<file path="config.mk">
export PLATFORM = sky130hd
export DESIGN_NAME = hsv_to_rgb_rainbow
export DESIGN_NICKNAME = d
export VERILOG_FILES = /design/src/hw/rtl/hsv_rbw_pkg.sv /design/src/hw/rtl/hsv_rbw_regs.sv /design/src/hw/rtl/hsv_rbw_hue.sv /design/src/hw/rtl/hsv_rbw_green.sv /design/src/hw/rtl/hsv_rbw_desat.sv /design/src/hw/rtl/hsv_rbw_dim.sv /design/src/hw/rtl/hsv_to_rgb_rainbow.sv
export VERILOG_INCLUDE_DIRS = /design/src /design/src/hw/rtl
export SDC_FILE = /design/constraint.sdc
export NUM_CORES = 1
export LEC_CHECK = 0
export ABC_AREA = 1
export BUFFER_PORTS_ARGS = -buffer_cell sky130_fd_sc_hd__buf_2
export CAP_MARGIN = 20
export CELL_PAD_IN_SITES_DETAIL_PLACEMENT = 0
export CELL_PAD_IN_SITES_GLOBAL_PLACEMENT = 2
export CORE_UTILIZATION = 38
export CTS_CLUSTER_DIAMETER = 40
export DETAILED_ROUTE_END_ITERATION = 7
export PLACE_DENSITY = 0.79
export REMOVE_ABC_BUFFERS = 1
export SYNTH_ARGS = -nofsm -noshare
export SYNTH_HDL_FRONTEND = slang
export SYNTH_SLANG_ARGS = --single-unit
</file>
<file path="constraint.sdc">
create_clock -name aclk -period 9.4 [get_ports aclk]
set_clock_uncertainty 0.05 [all_clocks]
set_input_delay 0.94 -clock aclk [delete_from_list [all_inputs] [get_ports aclk]]
set_output_delay 0.94 -clock aclk [all_outputs]
set_load 0.005 [all_outputs]
</file>
<file path="src/hw/rtl/hsv_to_rgb_rainbow_defines.svh">
// assertion macros shared by the hsv to rgb rainbow rtl
`ifndef HSV_TO_RGB_RAINBOW_DEFINES_SVH
`define HSV_TO_RGB_RAINBOW_DEFINES_SVH

// property that must hold in the same cycle as its trigger
`define HSV_RBW_ASSERT_NOW(lbl, trig, expr, msg) \
    lbl: assert property (@(posedge aclk) disable iff (!aresetn) (trig) |-> (expr)) \
        else $error(msg);

// property that must hold in the cycle after its trigger
`define HSV_RBW_ASSERT_NEXT(lbl, trig, expr, msg) \
    lbl: assert property (@(posedge aclk) disable iff (!aresetn) (trig) |=> (expr)) \
        else $error(msg);

`endif

</file>
<file path="src/hw/rtl/hsv_rbw_pkg.sv">
// shared types, constants and scaling functions for the rainbow hsv to rgb converter
package hsv_rbw_pkg;

    localparam logic [7:0] THIRD_K = 8'(256 / 3);
    localparam logic [7:0] TWOTH_K = 8'((256 * 2) / 3);
    localparam logic [7:0] FULL_K  = 8'd255;

    typedef enum logic [1:0] {
        REG_YELLOW_MODERATE = 2'd0,
        REG_YELLOW_STRONG   = 2'd1,
        REG_GREEN_HALVE     = 2'd2,
        REG_GREEN_SCALE     = 2'd3
    } hsv_rbw_reg_t;

    typedef enum logic [2:0] {
        SECT_RED_ORANGE    = 3'd0,
        SECT_ORANGE_YELLOW = 3'd1,
        SECT_YELLOW_GREEN  = 3'd2,
        SECT_GREEN_AQUA    = 3'd3,
        SECT_AQUA_BLUE     = 3'd4,
        SECT_BLUE_PURPLE   = 3'd5,
        SECT_PURPLE_PINK   = 3'd6,
        SECT_PINK_RED      = 3'd7
    } hsv_rbw_sect_t;

    typedef struct packed {
        logic       yellow_moderate;
        logic       yellow_strong;
        logic       green_halve;
        logic [7:0] green_scale;
    } hsv_rbw_cfg_t;

    // pixel as it travels down the pipe
    typedef struct packed {
        logic [7:0] r;
        logic [7:0] g;
        logic [7:0] b;
        logic [7:0] sat;
        logic [7:0] val;
        logic [7:0] d;
        logic [7:0] v;
    } hsv_rbw_px_t;

    // (x * (k + 1)) >> 8
    function automatic logic [7:0] sc8(input logic [7:0] x, input logic [7:0] k);
        logic [15:0] p;
        p = 16'(x) * (16'(k) + 16'd1);
        return p[15:8];
    endfunction

    // video scale: never rounds a nonzero product down to zero
    function automatic logic [7:0] scv(input logic [7:0] x, input logic [7:0] k);
        logic [15:0] p;
        p = 16'(x) * 16'(k);
        return p[15:8] + 8'((x != 8'd0) && (k != 8'd0));
    endfunction

endpackage

</file>
<file path="src/hw/rtl/hsv_rbw_regs.sv">
// apb configuration registers
module hsv_rbw_regs (
    input  logic                      aclk,
    input  logic                      aresetn,
    input  logic                      psel,
    input  logic                      penable,
    input  logic                      pwrite,
    input  logic [3:0]                paddr,
    input  logic [31:0]               pwdata,
    output logic [31:0]               prdata,
    output logic                      pready,
    output hsv_rbw_pkg::hsv_rbw_cfg_t cfg
);
    import hsv_rbw_pkg::*;

    hsv_rbw_cfg_t cfg_reg;
    hsv_rbw_reg_t idx;
    logic         wr_en;

    assign idx    = hsv_rbw_reg_t'(paddr[3:2]);
    assign wr_en  = psel && penable && pwrite;
    assign pready = 1'b1;
    assign cfg    = cfg_reg;

    always_ff @(posedge aclk) begin
        if (!aresetn) begin
            cfg_reg.yellow_moderate <= 1'b1;
            cfg_reg.yellow_strong   <= 1'b0;
            cfg_reg.green_halve     <= 1'b0;
            cfg_reg.green_scale     <= 8'd0;
        end else if (wr_en) begin
            unique case (idx)
                REG_YELLOW_MODERATE: cfg_reg.yellow_moderate <= pwdata[0];
                REG_YELLOW_STRONG:   cfg_reg.yellow_strong   <= pwdata[0];
                REG_GREEN_HALVE:     cfg_reg.green_halve     <= pwdata[0];
                REG_GREEN_SCALE:     cfg_reg.green_scale     <= pwdata[7:0];
                default: ;
            endcase
        end
    end

    always_comb begin
        prdata = 32'd0;
        unique case (idx)
            REG_YELLOW_MODERATE: prdata = 32'(cfg_reg.yellow_moderate);
            REG_YELLOW_STRONG:   prdata = 32'(cfg_reg.yellow_strong);
            REG_GREEN_HALVE:     prdata = 32'(cfg_reg.green_halve);
            REG_GREEN_SCALE:     prdata = 32'(cfg_reg.green_scale);
            default:             prdata = 32'd0;
        endcase
    end

endmodule

</file>
<file path="src/hw/rtl/hsv_rbw_hue.sv">
// stage 1: hue section mapping with yellow boost
module hsv_rbw_hue (
    input  logic                      aclk,
    input  logic                      aresetn,
    input  hsv_rbw_pkg::hsv_rbw_cfg_t cfg,
    input  logic                      in_valid,
    output logic                      in_ready,
    input  logic [7:0]                hue,
    input  logic [7:0]                sat,
    input  logic [7:0]                val,
    output logic                      out_valid,
    input  logic                      out_ready,
    output hsv_rbw_pkg::hsv_rbw_px_t  out_px
);
    import hsv_rbw_pkg::*;

    logic        valid_reg;
    hsv_rbw_px_t px_reg;
    hsv_rbw_px_t px_next;
    logic [7:0]  o8;
    logic [7:0]  third;
    logic [7:0]  twoth;

    assign o8    = {hue[4:0], 3'b000};
    assign third = sc8(o8, THIRD_K);
    assign twoth = sc8(o8, TWOTH_K);

    always_comb begin
        px_next     = '0;
        px_next.sat = sat;
        px_next.val = val;
        case (hsv_rbw_sect_t'(hue[7:5]))
            SECT_RED_ORANGE: begin
                px_next.r = FULL_K - third;
                px_next.g = third;
            end
            SECT_ORANGE_YELLOW: begin
                if (cfg.yellow_moderate) begin
                    px_next.r = 8'd171;
                    px_next.g = 8'd85 + third;
                end
                if (cfg.yellow_strong) begin
                    px_next.r = 8'd170 + third;
                    px_next.g = 8'd85 + twoth;
                end
            end
            SECT_YELLOW_GREEN: begin
                if (cfg.yellow_moderate) begin
                    px_next.r = 8'd171 - twoth;
                    px_next.g = 8'd170 + third;
                end
                if (cfg.yellow_strong) begin
                    px_next.r = FULL_K - o8;
                    px_next.g = FULL_K;
                end
            end
            SECT_GREEN_AQUA: begin
                px_next.g = FULL_K - third;
                px_next.b = third;
            end
            SECT_AQUA_BLUE: begin
                px_next.g = 8'd171 - twoth;
                px_next.b = 8'd85 + twoth;
            end
            SECT_BLUE_PURPLE: begin
                px_next.r = third;
                px_next.b = FULL_K - third;
            end
            SECT_PURPLE_PINK: begin
                px_next.r = 8'd85 + third;
                px_next.b = 8'd171 - third;
            end
            SECT_PINK_RED: begin
                px_next.r = 8'd170 + third;
                px_next.b = 8'd85 - third;
            end
        endcase
    end

    assign in_ready  = !valid_reg || out_ready;
    assign out_valid = valid_reg;
    assign out_px    = px_reg;

    always_ff @(posedge aclk) begin
        if (!aresetn) begin
            valid_reg <= 1'b0;
        end else if (in_ready) begin
            valid_reg <= in_valid;
        end
    end

    always_ff @(posedge aclk) begin
        if (in_ready && in_valid) begin
            px_reg <= px_next;
        end
    end

endmodule

</file>
<file path="src/hw/rtl/hsv_rbw_green.sv">
// stage 2: green shaping plus the squared desaturation floor and value factor
module hsv_rbw_green (
    input  logic                      aclk,
    input  logic                      aresetn,
    input  hsv_rbw_pkg::hsv_rbw_cfg_t cfg,
    input  logic                      in_valid,
    output logic                      in_ready,
    input  hsv_rbw_pkg::hsv_rbw_px_t  in_px,
    output logic                      out_valid,
    input  logic                      out_ready,
    output hsv_rbw_pkg::hsv_rbw_px_t  out_px
);
    import hsv_rbw_pkg::*;

    logic        valid_reg;
    hsv_rbw_px_t px_reg;
    hsv_rbw_px_t px_next;
    logic [7:0]  g_half;

    assign g_half = cfg.green_halve ? {1'b0, in_px.g[7:1]} : in_px.g;

    always_comb begin
        px_next   = in_px;
        px_next.g = (cfg.green_scale != 8'd0) ? scv(g_half, cfg.green_scale) : g_half;
        // 255 - sat is the bitwise complement
        px_next.d = scv(~in_px.sat, ~in_px.sat);
        px_next.v = scv(in_px.val, in_px.val);
    end

    assign in_ready  = !valid_reg || out_ready;
    assign out_valid = valid_reg;
    assign out_px    = px_reg;

    always_ff @(posedge aclk) begin
        if (!aresetn) begin
            valid_reg <= 1'b0;
        end else if (in_ready) begin
            valid_reg <= in_valid;
        end
    end

    always_ff @(posedge aclk) begin
        if (in_ready && in_valid) begin
            px_reg <= px_next;
        end
    end

endmodule

</file>
<file path="src/hw/rtl/hsv_rbw_desat.sv">
// stage 3: desaturation toward white
module hsv_rbw_desat (
    input  logic                     aclk,
    input  logic                     aresetn,
    input  logic                     in_valid,
    output logic                     in_ready,
    input  hsv_rbw_pkg::hsv_rbw_px_t in_px,
    output logic                     out_valid,
    input  logic                     out_ready,
    output hsv_rbw_pkg::hsv_rbw_px_t out_px
);
    import hsv_rbw_pkg::*;

    logic        valid_reg;
    hsv_rbw_px_t px_reg;
    hsv_rbw_px_t px_next;
    logic [7:0]  s;

    function automatic logic [7:0] desat_chan(input logic [7:0] c, input logic [7:0] k,
                                              input logic [7:0] d);
        logic [7:0] c1;
        c1 = (c != 8'd0) ? sc8(c, k) + 8'd1 : 8'd0;
        return c1 + d;
    endfunction

    assign s = ~in_px.d;

    always_comb begin
        px_next = in_px;
        if (in_px.sat == 8'd0) begin
            px_next.r = FULL_K;
            px_next.g = FULL_K;
            px_next.b = FULL_K;
        end else if (in_px.sat != FULL_K) begin
            px_next.r = desat_chan(in_px.r, s, in_px.d);
            px_next.g = desat_chan(in_px.g, s, in_px.d);
            px_next.b = desat_chan(in_px.b, s, in_px.d);
        end
    end

    assign in_ready  = !valid_reg || out_ready;
    assign out_valid = valid_reg;
    assign out_px    = px_reg;

    always_ff @(posedge aclk) begin
        if (!aresetn) begin
            valid_reg <= 1'b0;
        end else if (in_ready) begin
            valid_reg <= in_valid;
        end
    end

    always_ff @(posedge aclk) begin
        if (in_ready && in_valid) begin
            px_reg <= px_next;
        end
    end

endmodule

</file>
<file path="src/hw/rtl/hsv_rbw_dim.sv">
// stage 4: value scaling, also the output register
module hsv_rbw_dim (
    input  logic                     aclk,
    input  logic                     aresetn,
    input  logic                     in_valid,
    output logic                     in_ready,
    input  hsv_rbw_pkg::hsv_rbw_px_t in_px,
    output logic                     out_valid,
    input  logic                     out_ready,
    output logic [7:0]               red,
    output logic [7:0]               green,
    output logic [7:0]               blue
);
    import hsv_rbw_pkg::*;

    logic       valid_reg;
    logic [7:0] r_reg;
    logic [7:0] g_reg;
    logic [7:0] b_reg;
    logic [7:0] r_next;
    logic [7:0] g_next;
    logic [7:0] b_next;

    function automatic logic [7:0] dim_chan(input logic [7:0] c, input logic [7:0] v);
        return (c != 8'd0) ? sc8(c, v) + 8'd1 : 8'd0;
    endfunction

    always_comb begin
        r_next = in_px.r;
        g_next = in_px.g;
        b_next = in_px.b;
        if (in_px.val != FULL_K) begin
            if (in_px.v == 8'd0) begin
                r_next = 8'd0;
                g_next = 8'd0;
                b_next = 8'd0;
            end else begin
                r_next = dim_chan(in_px.r, in_px.v);
                g_next = dim_chan(in_px.g, in_px.v);
                b_next = dim_chan(in_px.b, in_px.v);
            end
        end
    end

    assign in_ready  = !valid_reg || out_ready;
    assign out_valid = valid_reg;
    assign red       = r_reg;
    assign green     = g_reg;
    assign blue      = b_reg;

    always_ff @(posedge aclk) begin
        if (!aresetn) begin
            valid_reg <= 1'b0;
        end else if (in_ready) begin
            valid_reg <= in_valid;
        end
    end

    always_ff @(posedge aclk) begin
        if (in_ready && in_valid) begin
            r_reg <= r_next;
            g_reg <= g_next;
            b_reg <= b_next;
        end
    end

endmodule

</file>
<file path="src/hw/rtl/hsv_to_rgb_rainbow.sv">
// Rainbow hsv to rgb converter: takes one pixel per clock and returns one pixel per clock
// while m_ready is high, through four register stages (hue section mapping, green shaping
// with the saturation and value squaring multipliers, desaturation, value scaling). The
// fourth stage is the output register.
// Each stage holds its own transaction and passes it on as soon as the next stage has room,
// so empty slots close up under output backpressure and s_ready drops only when all four
// stages are full and m_ready is low. Configuration is read live by the stages and should
// be written only while no transaction is in flight.
`include "hsv_to_rgb_rainbow_defines.svh"

module hsv_to_rgb_rainbow (
    input  logic        aclk,
    input  logic        aresetn,
    input  logic        psel,
    input  logic        penable,
    input  logic        pwrite,
    input  logic [3:0]  paddr,
    input  logic [31:0] pwdata,
    output logic [31:0] prdata,
    output logic        pready,
    input  logic        s_valid,
    output logic        s_ready,
    input  logic [7:0]  s_hue,
    input  logic [7:0]  s_sat,
    input  logic [7:0]  s_val,
    output logic        m_valid,
    input  logic        m_ready,
    output logic [7:0]  m_red,
    output logic [7:0]  m_green,
    output logic [7:0]  m_blue
);
    import hsv_rbw_pkg::*;

    hsv_rbw_cfg_t cfg;
    hsv_rbw_px_t  px1;
    hsv_rbw_px_t  px2;
    hsv_rbw_px_t  px3;
    logic         v1;
    logic         v2;
    logic         v3;
    logic         r2;
    logic         r3;
    logic         r4;

    hsv_rbw_regs u_regs (
        .aclk    (aclk),
        .aresetn (aresetn),
        .psel    (psel),
        .penable (penable),
        .pwrite  (pwrite),
        .paddr   (paddr),
        .pwdata  (pwdata),
        .prdata  (prdata),
        .pready  (pready),
        .cfg     (cfg)
    );

    hsv_rbw_hue u_hue (
        .aclk      (aclk),
        .aresetn   (aresetn),
        .cfg       (cfg),
        .in_valid  (s_valid),
        .in_ready  (s_ready),
        .hue       (s_hue),
        .sat       (s_sat),
        .val       (s_val),
        .out_valid (v1),
        .out_ready (r2),
        .out_px    (px1)
    );

    hsv_rbw_green u_green (
        .aclk      (aclk),
        .aresetn   (aresetn),
        .cfg       (cfg),
        .in_valid  (v1),
        .in_ready  (r2),
        .in_px     (px1),
        .out_valid (v2),
        .out_ready (r3),
        .out_px    (px2)
    );

    hsv_rbw_desat u_desat (
        .aclk      (aclk),
        .aresetn   (aresetn),
        .in_valid  (v2),
        .in_ready  (r3),
        .in_px     (px2),
        .out_valid (v3),
        .out_ready (r4),
        .out_px    (px3)
    );

    hsv_rbw_dim u_dim (
        .aclk      (aclk),
        .aresetn   (aresetn),
        .in_valid  (v3),
        .in_ready  (r4),
        .in_px     (px3),
        .out_valid (m_valid),
        .out_ready (m_ready),
        .red       (m_red),
        .green     (m_green),
        .blue      (m_blue)
    );

    // input backpressure only when every stage is occupied and the output is stalled
    `HSV_RBW_ASSERT_NOW(a_full_stall, !s_ready, v1 && v2 && v3 && m_valid && !m_ready,
                        "s_ready low with a free stage")
    // an accepted transaction always lands in the first stage
    `HSV_RBW_ASSERT_NEXT(a_accept_lands, s_valid && s_ready, v1,
                         "accepted transaction lost at stage 1")
    // a new result only appears if stage 3 held a transaction
    `HSV_RBW_ASSERT_NOW(a_out_source, $rose(m_valid), $past(v3),
                        "result without a transaction in stage 3")

endmodule
</file>
==> results.sh, run 1 <==
export IMPL_outcome="completed"
export IMPL_hpwlAfterDp_um=65700
export IMPL_tightest_slew_ns=1.02
export IMPL_detail_route_first_pass_iterations=5
export IMPL_cp_top_delay_family="adder cells"
export IMPL_largest_register_ffs=56
export IMPL_cts_repair_resize_count=0
export IMPL_placeableCoreArea_sq_um=77700
export IMPL_synth_edff_count=160
export IMPL_fp_dieW_um=283
export IMPL_grt_pass1_vias=25200
export IMPL_hold_violations=0
export IMPL_dp_slack_ns=1.38
export IMPL_htree_num_levels=4
export IMPL_post_cts_setup_buffers=0
export IMPL_postSynthRegisterBits=175
export IMPL_tritoncts_num_buffers=17
export IMPL_detail_route_vias_per_cell=4.85
export IMPL_postSynth_topFlopCell="sky130_fd_sc_hd__edfxtp_1"
export IMPL_clkSlewWorstSetupHoldPaths_ns=0.07
export IMPL_worstSetupPathType="flop to flop"
export IMPL_hold_class="flop to flop"
export IMPL_critical_path_s_slowest_cell="sky130_fd_sc_hd__fa_1"
export IMPL_floorplan_rows=102
export IMPL_floorplan_die_area_sq_um=80000
export IMPL_grt_util_all_layers_pct=21.1
export IMPL_crit_buf_inv=8
export IMPL_fin_crit_sh_pct=85.1
export IMPL_design_final_nets=4782
export IMPL_synth_area_sq_um=30000
export IMPL_detail_route_drc_violations=0
export IMPL_layout_cell_area_non_filler_sq_um=32000
export IMPL_slew_violations=0
export IMPL_crit_top_cell="sky130_fd_sc_hd__inv_1"
export IMPL_timing_critical_path_to_type="flop"
export IMPL_seq_area_frac_synth_pct=17.0
export IMPL_slowest_delay_ns=0.56
export IMPL_final_critical_path_setup_slack_ns=1.40
export IMPL_final_period_minus_worst_setup_slack_ns=8.00
export IMPL_layout_drive_gt1_share_pct=5.01
export IMPL_finalCoreUtilization_pct=41.2
export IMPL_buffer_ports_inserted=74
export IMPL_synthCells=3995
export IMPL_wirelength_um=80200
export IMPL_detailroute_via_count=24700
export IMPL_final_setup_tns_ns=0
export IMPL_grt_overflow=0
export IMPL_detail_route_wl_per_cell_um=15.7
export IMPL_cts_tree="yes"
export IMPL_floorplan_io_pins=126
export IMPL_setup_viol=0
export IMPL_areaGrowthSynthToFinish_pct=6.79
export IMPL_grt_first_pass_wirelength_um=132000
export IMPL_cp_start_kind="flop"
export IMPL_crit_arrival_ns=8.21
export IMPL_holdBufCountCts=0
export IMPL_cts_sink_count=175
export IMPL_final_antenna_net_count=0
export IMPL_clockRootBuffer="sky130_fd_sc_hd__clkbuf_16"
export IMPL_worst_skew_pair_late_latency_ns=0.51
export IMPL_ys_types=57
export IMPL_timing_max_slew_rel_slack_pct=32.0
export IMPL_cp_required_ns=9.61
export IMPL_grt_antenna_before_repair=0
export IMPL_floorplan_initialDensity_pct=38.5
export IMPL_drtIter0Drc=1196
export IMPL_ys_warn_count=0
export IMPL_synth_area_per_cell_sq_um=7.50
export IMPL_grt_max_degree=57
export IMPL_maxCapViolations=0
export IMPL_cp_max_fo=9
export IMPL_die_height_um=283
export IMPL_clk_path_buf_depth=2
export IMPL_synth_async_reset_ratio_pct=0
export IMPL_post_dp_cell_area_sq_um=31400
export IMPL_finalWeightedCongestion=0.867
export IMPL_fmax_ghz=0.125
export IMPL_fill_cells=8234
export IMPL_grt_setup_unrepaired="no"
-- path summary, 6_finish.rpt --
kind                            from                  to  slack (ns)  cells after the start
hold / removal    u_green.out_px[16]  u_desat.out_px[16]        0.37                      0
setup / recovery   u_green.out_px[9]  u_desat.out_px[47]        1.40                     35
setup reg to reg   u_green.out_px[9]  u_desat.out_px[47]        1.40                     35
hold reg to reg   u_green.out_px[16]  u_desat.out_px[16]        0.37                      0
-- layout by cell type (no fill, tap or decap), types with 25 or more instances in the layout --
cell | netlist | final
sky130_fd_sc_hd__o21ai_0 | 101 | 101
sky130_fd_sc_hd__fa_1 | 331 | 331
sky130_fd_sc_hd__xnor2_1 | 37 | 37
sky130_fd_sc_hd__buf_2 | 12 | 74
sky130_fd_sc_hd__nand2_1 | 912 | 912
sky130_fd_sc_hd__nor2_1 | 456 | 454
sky130_fd_sc_hd__ha_1 | 346 | 346
sky130_fd_sc_hd__nor3_1 | 36 | 36
sky130_fd_sc_hd__a21oi_1 | 155 | 155
sky130_fd_sc_hd__xor2_1 | 55 | 55
sky130_fd_sc_hd__edfxtp_1 | 160 | 160
sky130_fd_sc_hd__conb_1 | 2 | 25
sky130_fd_sc_hd__inv_1 | 833 | 832
sky130_fd_sc_hd__nand4_1 | 45 | 45
sky130_fd_sc_hd__nand3_1 | 182 | 182
sky130_fd_sc_hd__buf_4 | 27 | 28
-- through the flow --
step | hold slack (ns) | instances
floorplan | 0.350 | 3917
global placement | 0.351 | 5059
detailed placement | 0.355 | 5059
CTS | 0.369 | 5091
global route | 0.370 | 5091
finish | 0.370 | 5092
-- cell usage after synthesis (all sizes together) (2+ instances only) --
| cell type | instances | share of area [%] |
|---|---|---|
| and2 | 7 | 0.15 |
| nor3 | 42 | 0.82 |
| nor2 | 465 | 5.9 |
| nand4 | 46 | 0.98 |
| clkinv | 5 | 0.063 |
| o21bai | 7 | 0.18 |
| xor2 | 63 | 2.1 |
| a21oi | 155 | 2.6 |
| o22ai | 12 | 0.25 |
| o211ai | 24 | 0.60 |
| o2111ai | 5 | 0.15 |
| o221ai | 10 | 0.29 |
| a31oi | 8 | 0.17 |
| ha | 346 | 14 |
| dfxtp | 15 | 1.0 |
| edfxtp | 160 | 16 |
| conb | 2 | 0.025 |
| nand3b | 13 | 0.33 |
| nand3 | 182 | 3.0 |
| a211oi | 3 | 0.075 |
| inv | 848 | 11 |
| xnor2 | 38 | 1.1 |
| nand2 | 925 | 12 |
| o21ai | 120 | 2.0 |
| o31ai | 3 | 0.075 |
| a21o | 10 | 0.25 |
| a21boi | 2 | 0.050 |
| buf | 42 | 0.96 |
| o21a | 4 | 0.10 |
| nor4 | 23 | 0.48 |
| clkbuf | 59 | 0.74 |
| or2 | 14 | 0.29 |
| fa | 331 | 22 |
-- worst register-to-register path: cells and delay by family, from the launching register on --
family | cells | cell delay (ns)
buf+inv | 8 | 0.98
flops | 1 | 0.54
compound gates | 4 | 0.67
xor+xnor | 2 | 0.38
fa+ha+maj | 8 | 3.22
simple gates | 13 | 1.92
-- kinds of logic (layout without fill, tap and decap cells) --
family	count (synthesis)	in the layout	synth area share, %
AND/OR/NAND/NOR	1720	1720	23.8
buffers and inverters	954	987	12.4
adder cells (fa/ha/maj)	677	677	36.6
AO/OA/AOI/OAI	366	366	6.91
flip-flops	175	175	17.0
XOR/XNOR	101	101	3.22
other	2	26	0.0251
-- layout make-up --
class / count / area [sq um] / area share (%)
sequential: 175 / 5100 / 16.0
inverter: 853 / 3200 / 10.0
antenna: 1 / 2.50 / 0.00782
clock inverter: 14 / 130 / 0.407
tap: 1040 / 1300 / 4.07
multi-input combinational: 2889 / 21200 / 66.4
timing repair buffer: 102 / 581 / 1.81
clock buffer: 18 / 429 / 1.34
-- per-layer routing --
metal / track usage (%) / part of all wire, % / vias up / routed length, um
met5: 0 / 0 / - / 0
met4: 5.88 / 1.9 / 0 / 1550
met3: 1.83 / 2.6 / 67 / 2110
met2: 35.9 / 47 / 358 / 38000
met1: 28.6 / 48 / 11800 / 38500
li1: - / - / 12500 / -
Power of run 1 is not shown: default switching activity piles up to over one toggle a cycle in this logic, so the estimate is an artifact.
==> inputs of run 2 (changes only) <==
CORE_UTILIZATION = 35   (was 38)
CTS_BUF_LIST = sky130_fd_sc_hd__clkbuf_4 sky130_fd_sc_hd__clkbuf_8 sky130_fd_sc_hd__clkbuf_16   (was not set)
PLACE_DENSITY = 0.77   (was 0.79)
clock period = 6.4 ns   (was 9.4 ns; I/O delays follow)
==> run 2 against run 1 <==
The run now ends with negative setup slack left; final area grew 11%; global-route usage is 1.3 points lower; critical endpoint unchanged; sequential share of layout area is 1.6 points lower; first-iteration DRC count is 9.1% lower; via count is 3.6% higher; core utilization rose by 0.94 points.
==> results.sh, run 2 (synthesis gave the netlist of run 1 again) <==
export IMPL_outcome="complete, but fails checks"
export IMPL_failed_checks="negative setup slack"
export IMPL_worstSetupPathType="flop to flop"
export IMPL_grt_setup_unrepaired="yes"
export IMPL_tritoncts_num_buffers=17
export IMPL_crit_arrival_ns=6.65
export IMPL_detail_route_first_pass_iterations=5
export IMPL_cp_start_kind="flop"
export IMPL_design_final_nets=5044
export IMPL_fin_crit_sh_pct=100
export IMPL_hold_class="input pin to flop"
export IMPL_gr_usage_met3_pct=2.17
export IMPL_timing_max_slew_rel_slack_pct=36.3
export IMPL_crit_top_cell="sky130_fd_sc_hd__fa_1"
export IMPL_most_common_library_cell_in_the_layout_ignoring_fill_and_taps="sky130_fd_sc_hd__nand2_1"
export IMPL_placeableCoreArea_sq_um=84200
export IMPL_global_route_peak_usage_layer="met2"
export IMPL_detail_route_vias_per_cell=4.69
export IMPL_cts_tree="yes"
export IMPL_clkSlewWorstSetupHoldPaths_ns=0.08
export IMPL_detail_route_drc_violations=0
export IMPL_grt_pass1_vias=25900
export IMPL_die_height_um=295
export IMPL_clockRootBuffer="sky130_fd_sc_hd__clkbuf_16"
export IMPL_final_setup_tns_ns=-0.0312
export IMPL_maxCapViolations=0
export IMPL_layout_drive_gt1_share_pct=16.4
export IMPL_clk_path_buf_depth=2
export IMPL_largest_register_ffs=56
export IMPL_setup_viol=1
export IMPL_grt_overflow=0
export IMPL_grt_first_pass_wirelength_um=136000
export IMPL_grt_use_met2_pct=34.0
export IMPL_tightest_slew_ns=0.944
export IMPL_drtIter0Drc=1087
export IMPL_grt_max_degree=57
export IMPL_final_critical_path_setup_slack_ns=-0.0312
export IMPL_critical_path_s_slowest_cell="sky130_fd_sc_hd__fa_1"
export IMPL_slew_violations=0
export IMPL_cp_max_fo=6
export IMPL_cp_required_ns=6.62
export IMPL_detail_route_wl_per_cell_um=15.3
export IMPL_floorplan_die_area_sq_um=86800
export IMPL_wirelength_um=83500
export IMPL_grt_use_met1_pct=26.4
export IMPL_cts_sink_count=175
export IMPL_worst_skew_pair_late_latency_ns=0.52
export IMPL_floorplan_io_pins=126
export IMPL_floorplan_initialDensity_pct=35.6
export IMPL_hpwlAfterDp_um=68800
export IMPL_timing_critical_path_to_type="flop"
export IMPL_fill_cells=8760
export IMPL_slowest_delay_ns=0.54
export IMPL_areaGrowthSynthToFinish_pct=18.4
export IMPL_fmax_ghz=0.155
export IMPL_grt_util_all_layers_pct=19.8
export IMPL_hold_violations=0
export IMPL_final_antenna_net_count=0
export IMPL_final_period_minus_worst_setup_slack_ns=6.43
export IMPL_buffer_ports_inserted=74
export IMPL_fp_dieW_um=295
export IMPL_finalWeightedCongestion=0.859
export IMPL_grt_antenna_before_repair=0
export IMPL_htree_num_levels=4
export IMPL_floorplan_rows=106
export IMPL_detailroute_via_count=25600
export IMPL_holdBufCountCts=0
export IMPL_most_common_layout_cells="sky130_fd_sc_hd__nand2_1 (861), sky130_fd_sc_hd__inv_1 (797), sky130_fd_sc_hd__nor2_1 (409), sky130_fd_sc_hd__fa_1 (325), sky130_fd_sc_hd__ha_1 (317)"
-- run 2: cell count changes in the layout (fill, tap and decap cells not counted), sizes merged --
cell	change
clkinvlp	+1
clkbuf	-1
bufinv	+1
clkinv	-3
buf	+261
inv	+3
-- run 2: routing by layer --
metal | up-vias | wire length [um]
met1 | 12100 | 39200
met5 | - | 0
met4 | 0 | 1580
met2 | 345 | 40400
met3 | 71 | 2350
li1 | 13000 | -
-- run 2: metrics by stage --
stage	setup slack [ns]	utilization, %	instances	area, sq um	hold slack (ns)
after global placement	-0.510	39.3	5353	33100	0.351
after CTS	-0.0562	41.0	5423	34500	0.196
after global routing	-0.412	42.1	5447	35500	0.215
final	-0.0312	42.1	5448	35500	0.248
after detailed placement	-0.588	39.3	5353	33100	0.355
after floorplan	-0.642	-	3917	29500	0.350
-- run 2: final timing paths --
kind,start,end,slack (ns),depth (start not counted)
max,u_green.out_px[10],u_desat.out_px[47],-0.03,33
min,s_sat[7],u_hue.out_px[31],0.25,1
max reg2reg,u_green.out_px[10],u_desat.out_px[47],-0.03,33
min reg2reg,u_green.out_px[0],u_desat.out_px[0],0.36,0
-- run 2: what timing repair did --
| item | 4_1_cts | 5_1_grt |
|---|---|---|
| endpoints found under the hold margin | 0 | 0 |
| pin swaps | 124 | 112 |
| resized for setup | 153 | 190 |
| setup buffers | 37 | 26 |
| gates cloned | 1 | 1 |
| setup endpoints to repair | 18 | 29 |
-- run 2: critical path, delay by kind of cell (launching register included) --
kind | cells | cell delay, ns
simple gates | 16 | 1.72
xor+xnor | 2 | 0.36
flops | 1 | 0.41
buf+inv | 7 | 0.73
compound gates | 2 | 0.40
fa+ha+maj | 6 | 2.51
-- run 2: layout make-up --
class,count,area [sq um],share of cell area (%)
inverters,853,3230,9.10
repair buffers,363,2660,7.51
well taps,1134,1420,4.00
multi-input cells,2889,22400,63.3
flip-flops and latches,175,5100,14.4
clock inverters,15,171,0.483
clock buffers,17,425,1.20
diodes,1,2.50,0.00706
repair inverters,1,11.3,0.0318
Power of run 2 is left out for the same reason.
==> inputs of run 3 (changes only) <==
CTS_BUF_LIST = sky130_fd_sc_hd__clkbuf_4   (was sky130_fd_sc_hd__clkbuf_4 sky130_fd_sc_hd__clkbuf_8 sky130_fd_sc_hd__clkbuf_16)
clock period = 5.8 ns   (was 6.4 ns; I/O delays follow)
==> run 3 against run 2 <==
The run still ends with negative setup slack left; die area unchanged; count of clock-buffer cells in the layout did not move; final cell count up 3.3%; first-iteration DRC count increased by 15%; register-to-register slack lost 0.69 ns; global-route usage up 0.34 points; worst setup slack worse by 0.69 ns; core utilization up 1.9 points; wire length up 2.1%; fmax is 1.4% lower; highest routed layer unchanged; sequential cell count unchanged; sequential share of layout area down 0.62 points.
==> results.sh, run 3 (synthesis gave the netlist of run 1 again) <==
export IMPL_floorplan_rows=106
export IMPL_cp_required_ns=6.36
export IMPL_grt_antenna_before_repair=2
export IMPL_final_antenna_net_count=0
export IMPL_worst_r2r_startpoint="u_green.out_px[8]"
export IMPL_areaGrowthSynthToFinish_pct=23.7
export IMPL_hold_path_end="u_regs.cfg[9]"
export IMPL_grt_pass1_vias=26700
export IMPL_outcome="complete, but fails checks"
export IMPL_hold_ws_ns=0.168
export IMPL_failed_checks="negative setup slack"
export IMPL_fin_crit_sh_pct=112
export IMPL_grt_max_degree=57
export IMPL_hpwlAfterDp_um=70100
export IMPL_tritoncts_num_buffers=17
export IMPL_detail_route_vias_per_cell=4.68
export IMPL_hold_class="input pin to flop"
export IMPL_grt_overflow=0
export IMPL_final_period_minus_worst_setup_slack_ns=6.52
export IMPL_floorplan_initialDensity_pct=35.6
export IMPL_min_path_cells=4
export IMPL_clkSlewWorstSetupHoldPaths_ns=0.18
export IMPL_hold_violations=0
export IMPL_setup_viol=19
export IMPL_detail_route_first_pass_iterations=7
export IMPL_cp_start_kind="flop"
export IMPL_most_common_layout_cells="sky130_fd_sc_hd__nand2_1 (843), sky130_fd_sc_hd__inv_1 (787), sky130_fd_sc_hd__nor2_1 (393), sky130_fd_sc_hd__buf_4 (383), sky130_fd_sc_hd__fa_1 (322)"
export IMPL_grt_util_all_layers_pct=20.1
export IMPL_clockRootBuffer="sky130_fd_sc_hd__clkbuf_4"
export IMPL_detail_route_wl_per_cell_um=15.1
export IMPL_timing_max_slew_rel_slack_pct=35.8
export IMPL_wirelength_um=85300
export IMPL_grt_setup_unrepaired="yes"
export IMPL_reg2reg_slack_ns=-0.72
export IMPL_fill_cells=8642
export IMPL_most_common_library_cell_in_the_layout_ignoring_fill_and_taps="sky130_fd_sc_hd__nand2_1"
export IMPL_floorplan_die_area_sq_um=86800
export IMPL_worstSetupPathType="flop to flop"
export IMPL_slew_violations=0
export IMPL_tightest_slew_ns=0.963
export IMPL_final_critical_path_setup_slack_ns=-0.724
export IMPL_worstReg2RegEnd="u_desat.out_px[39]"
export IMPL_fmax_ghz=0.153
export IMPL_buffer_ports_inserted=74
export IMPL_detailroute_via_count=26300
export IMPL_die_height_um=295
export IMPL_fp_dieW_um=295
export IMPL_critical_path_s_slowest_cell="sky130_fd_sc_hd__fa_1"
export IMPL_placeableCoreArea_sq_um=84200
export IMPL_layout_drive_gt1_share_pct=20.4
export IMPL_stdcell_count=5629
export IMPL_finalWeightedCongestion=0.874
export IMPL_worstHoldStart="penable"
export IMPL_crit_arrival_ns=7.08
export IMPL_final_setup_tns_ns=-9.95
export IMPL_floorplan_io_pins=126
export IMPL_largest_register_ffs=56
export IMPL_slowest_delay_ns=0.54
export IMPL_cts_tree="yes"
export IMPL_dp_slack_ns=-1.03
export IMPL_worst_skew_pair_late_latency_ns=0.85
export IMPL_detail_route_drc_violations=0
export IMPL_timing_critical_path_to_type="flop"
export IMPL_htree_num_levels=4
export IMPL_clk_path_buf_depth=2
export IMPL_grt_first_pass_wirelength_um=137000
export IMPL_drtIter0Drc=1246
export IMPL_numPlacedInstances=5452
export IMPL_cts_sink_count=175
export IMPL_cp_max_fo=4
export IMPL_r2r_worst_path_cells=40
export IMPL_design_final_nets=5219
export IMPL_maxCapViolations=0
## run 3: cell count changes in the layout (fill, tap and decap cells not counted), moves of 8 or more
cell / delta
sky130_fd_sc_hd__nand2_2: +16
sky130_fd_sc_hd__nand2_1: -18
sky130_fd_sc_hd__clkbuf_4: +17
sky130_fd_sc_hd__buf_12: +9
sky130_fd_sc_hd__nor2_1: -16
sky130_fd_sc_hd__clkbuf_16: -17
sky130_fd_sc_hd__inv_2: +9
sky130_fd_sc_hd__nor2_2: +16
sky130_fd_sc_hd__ha_4: +10
sky130_fd_sc_hd__buf_6: +16
sky130_fd_sc_hd__o21ai_0: -8
sky130_fd_sc_hd__dlygate4sd3_1: +33
sky130_fd_sc_hd__buf_4: +118
sky130_fd_sc_hd__inv_1: -10
## run 3: final cells by class
type / instances / area, sq um / area share, %
repair buffers: 539 / 4250 / 11.5
flip-flops and latches: 175 / 5100 / 13.8
clock inverters: 15 / 174 / 0.469
clock buffers: 17 / 128 / 0.344
well taps: 1134 / 1420 / 3.83
inverters: 853 / 3220 / 8.69
multi-input cells: 2889 / 22700 / 61.4
diodes: 7 / 17.5 / 0.0473
## run 3: worst max-delay path by stage
stage	cells past startpoint	endpoint	startpoint
2_1_floorplan	38	u_desat.out_px[39]	u_green.out_px[8]
3_3_place_gp	34	u_desat.out_px[55]	u_green.out_px[8]
3_5_place_dp	33	u_desat.out_px[47]	u_green.out_px[12]
4_1_cts	36	u_desat.out_px[39]	u_green.out_px[9]
5_1_grt	38	u_desat.out_px[47]	u_green.out_px[8]
6_report	40	u_desat.out_px[39]	u_green.out_px[8]
## run 3: worst max-delay path, delay by kind of cell (launching register included)
kind / cells / cell delay [ns]
buf+inv: 13 / 0.88
compound gates: 4 / 0.56
simple gates: 15 / 1.45
fa+ha+maj: 7 / 2.76
flops: 1 / 0.46
xor+xnor: 1 / 0.15
## run 3: repair_timing
item	CTS	global route
pin swaps	141	135
endpoints found under the setup margin	23	48
setup buffers	78	37
hold endpoints to repair	29	0
gates resized for setup	251	196
hold buffers	33	0
cloned	0	0
## run 3: through the flow
stage / instance area, sq um / utilization (%)
detailed placement: 33900 / 40.3
finish: 37100 / 44.0
CTS: 36000 / 42.8
global route: 37100 / 44.0
floorplan: 29500 / -
global placement: 33900 / 40.3
## run 3: routing by layer
| layer | GRT usage, % | wire length, um | up-vias |
|---|---|---|---|
| met3 | 2.41 | 2560 | 75 |
| met5 | 0 | 0 | - |
| li1 | - | - | 13400 |
| met2 | 35.2 | 41700 | 397 |
| met4 | 5.25 | 1660 | 0 |
| met1 | 26.2 | 39400 | 12400 |
Power of run 3 is left out for the same reason.
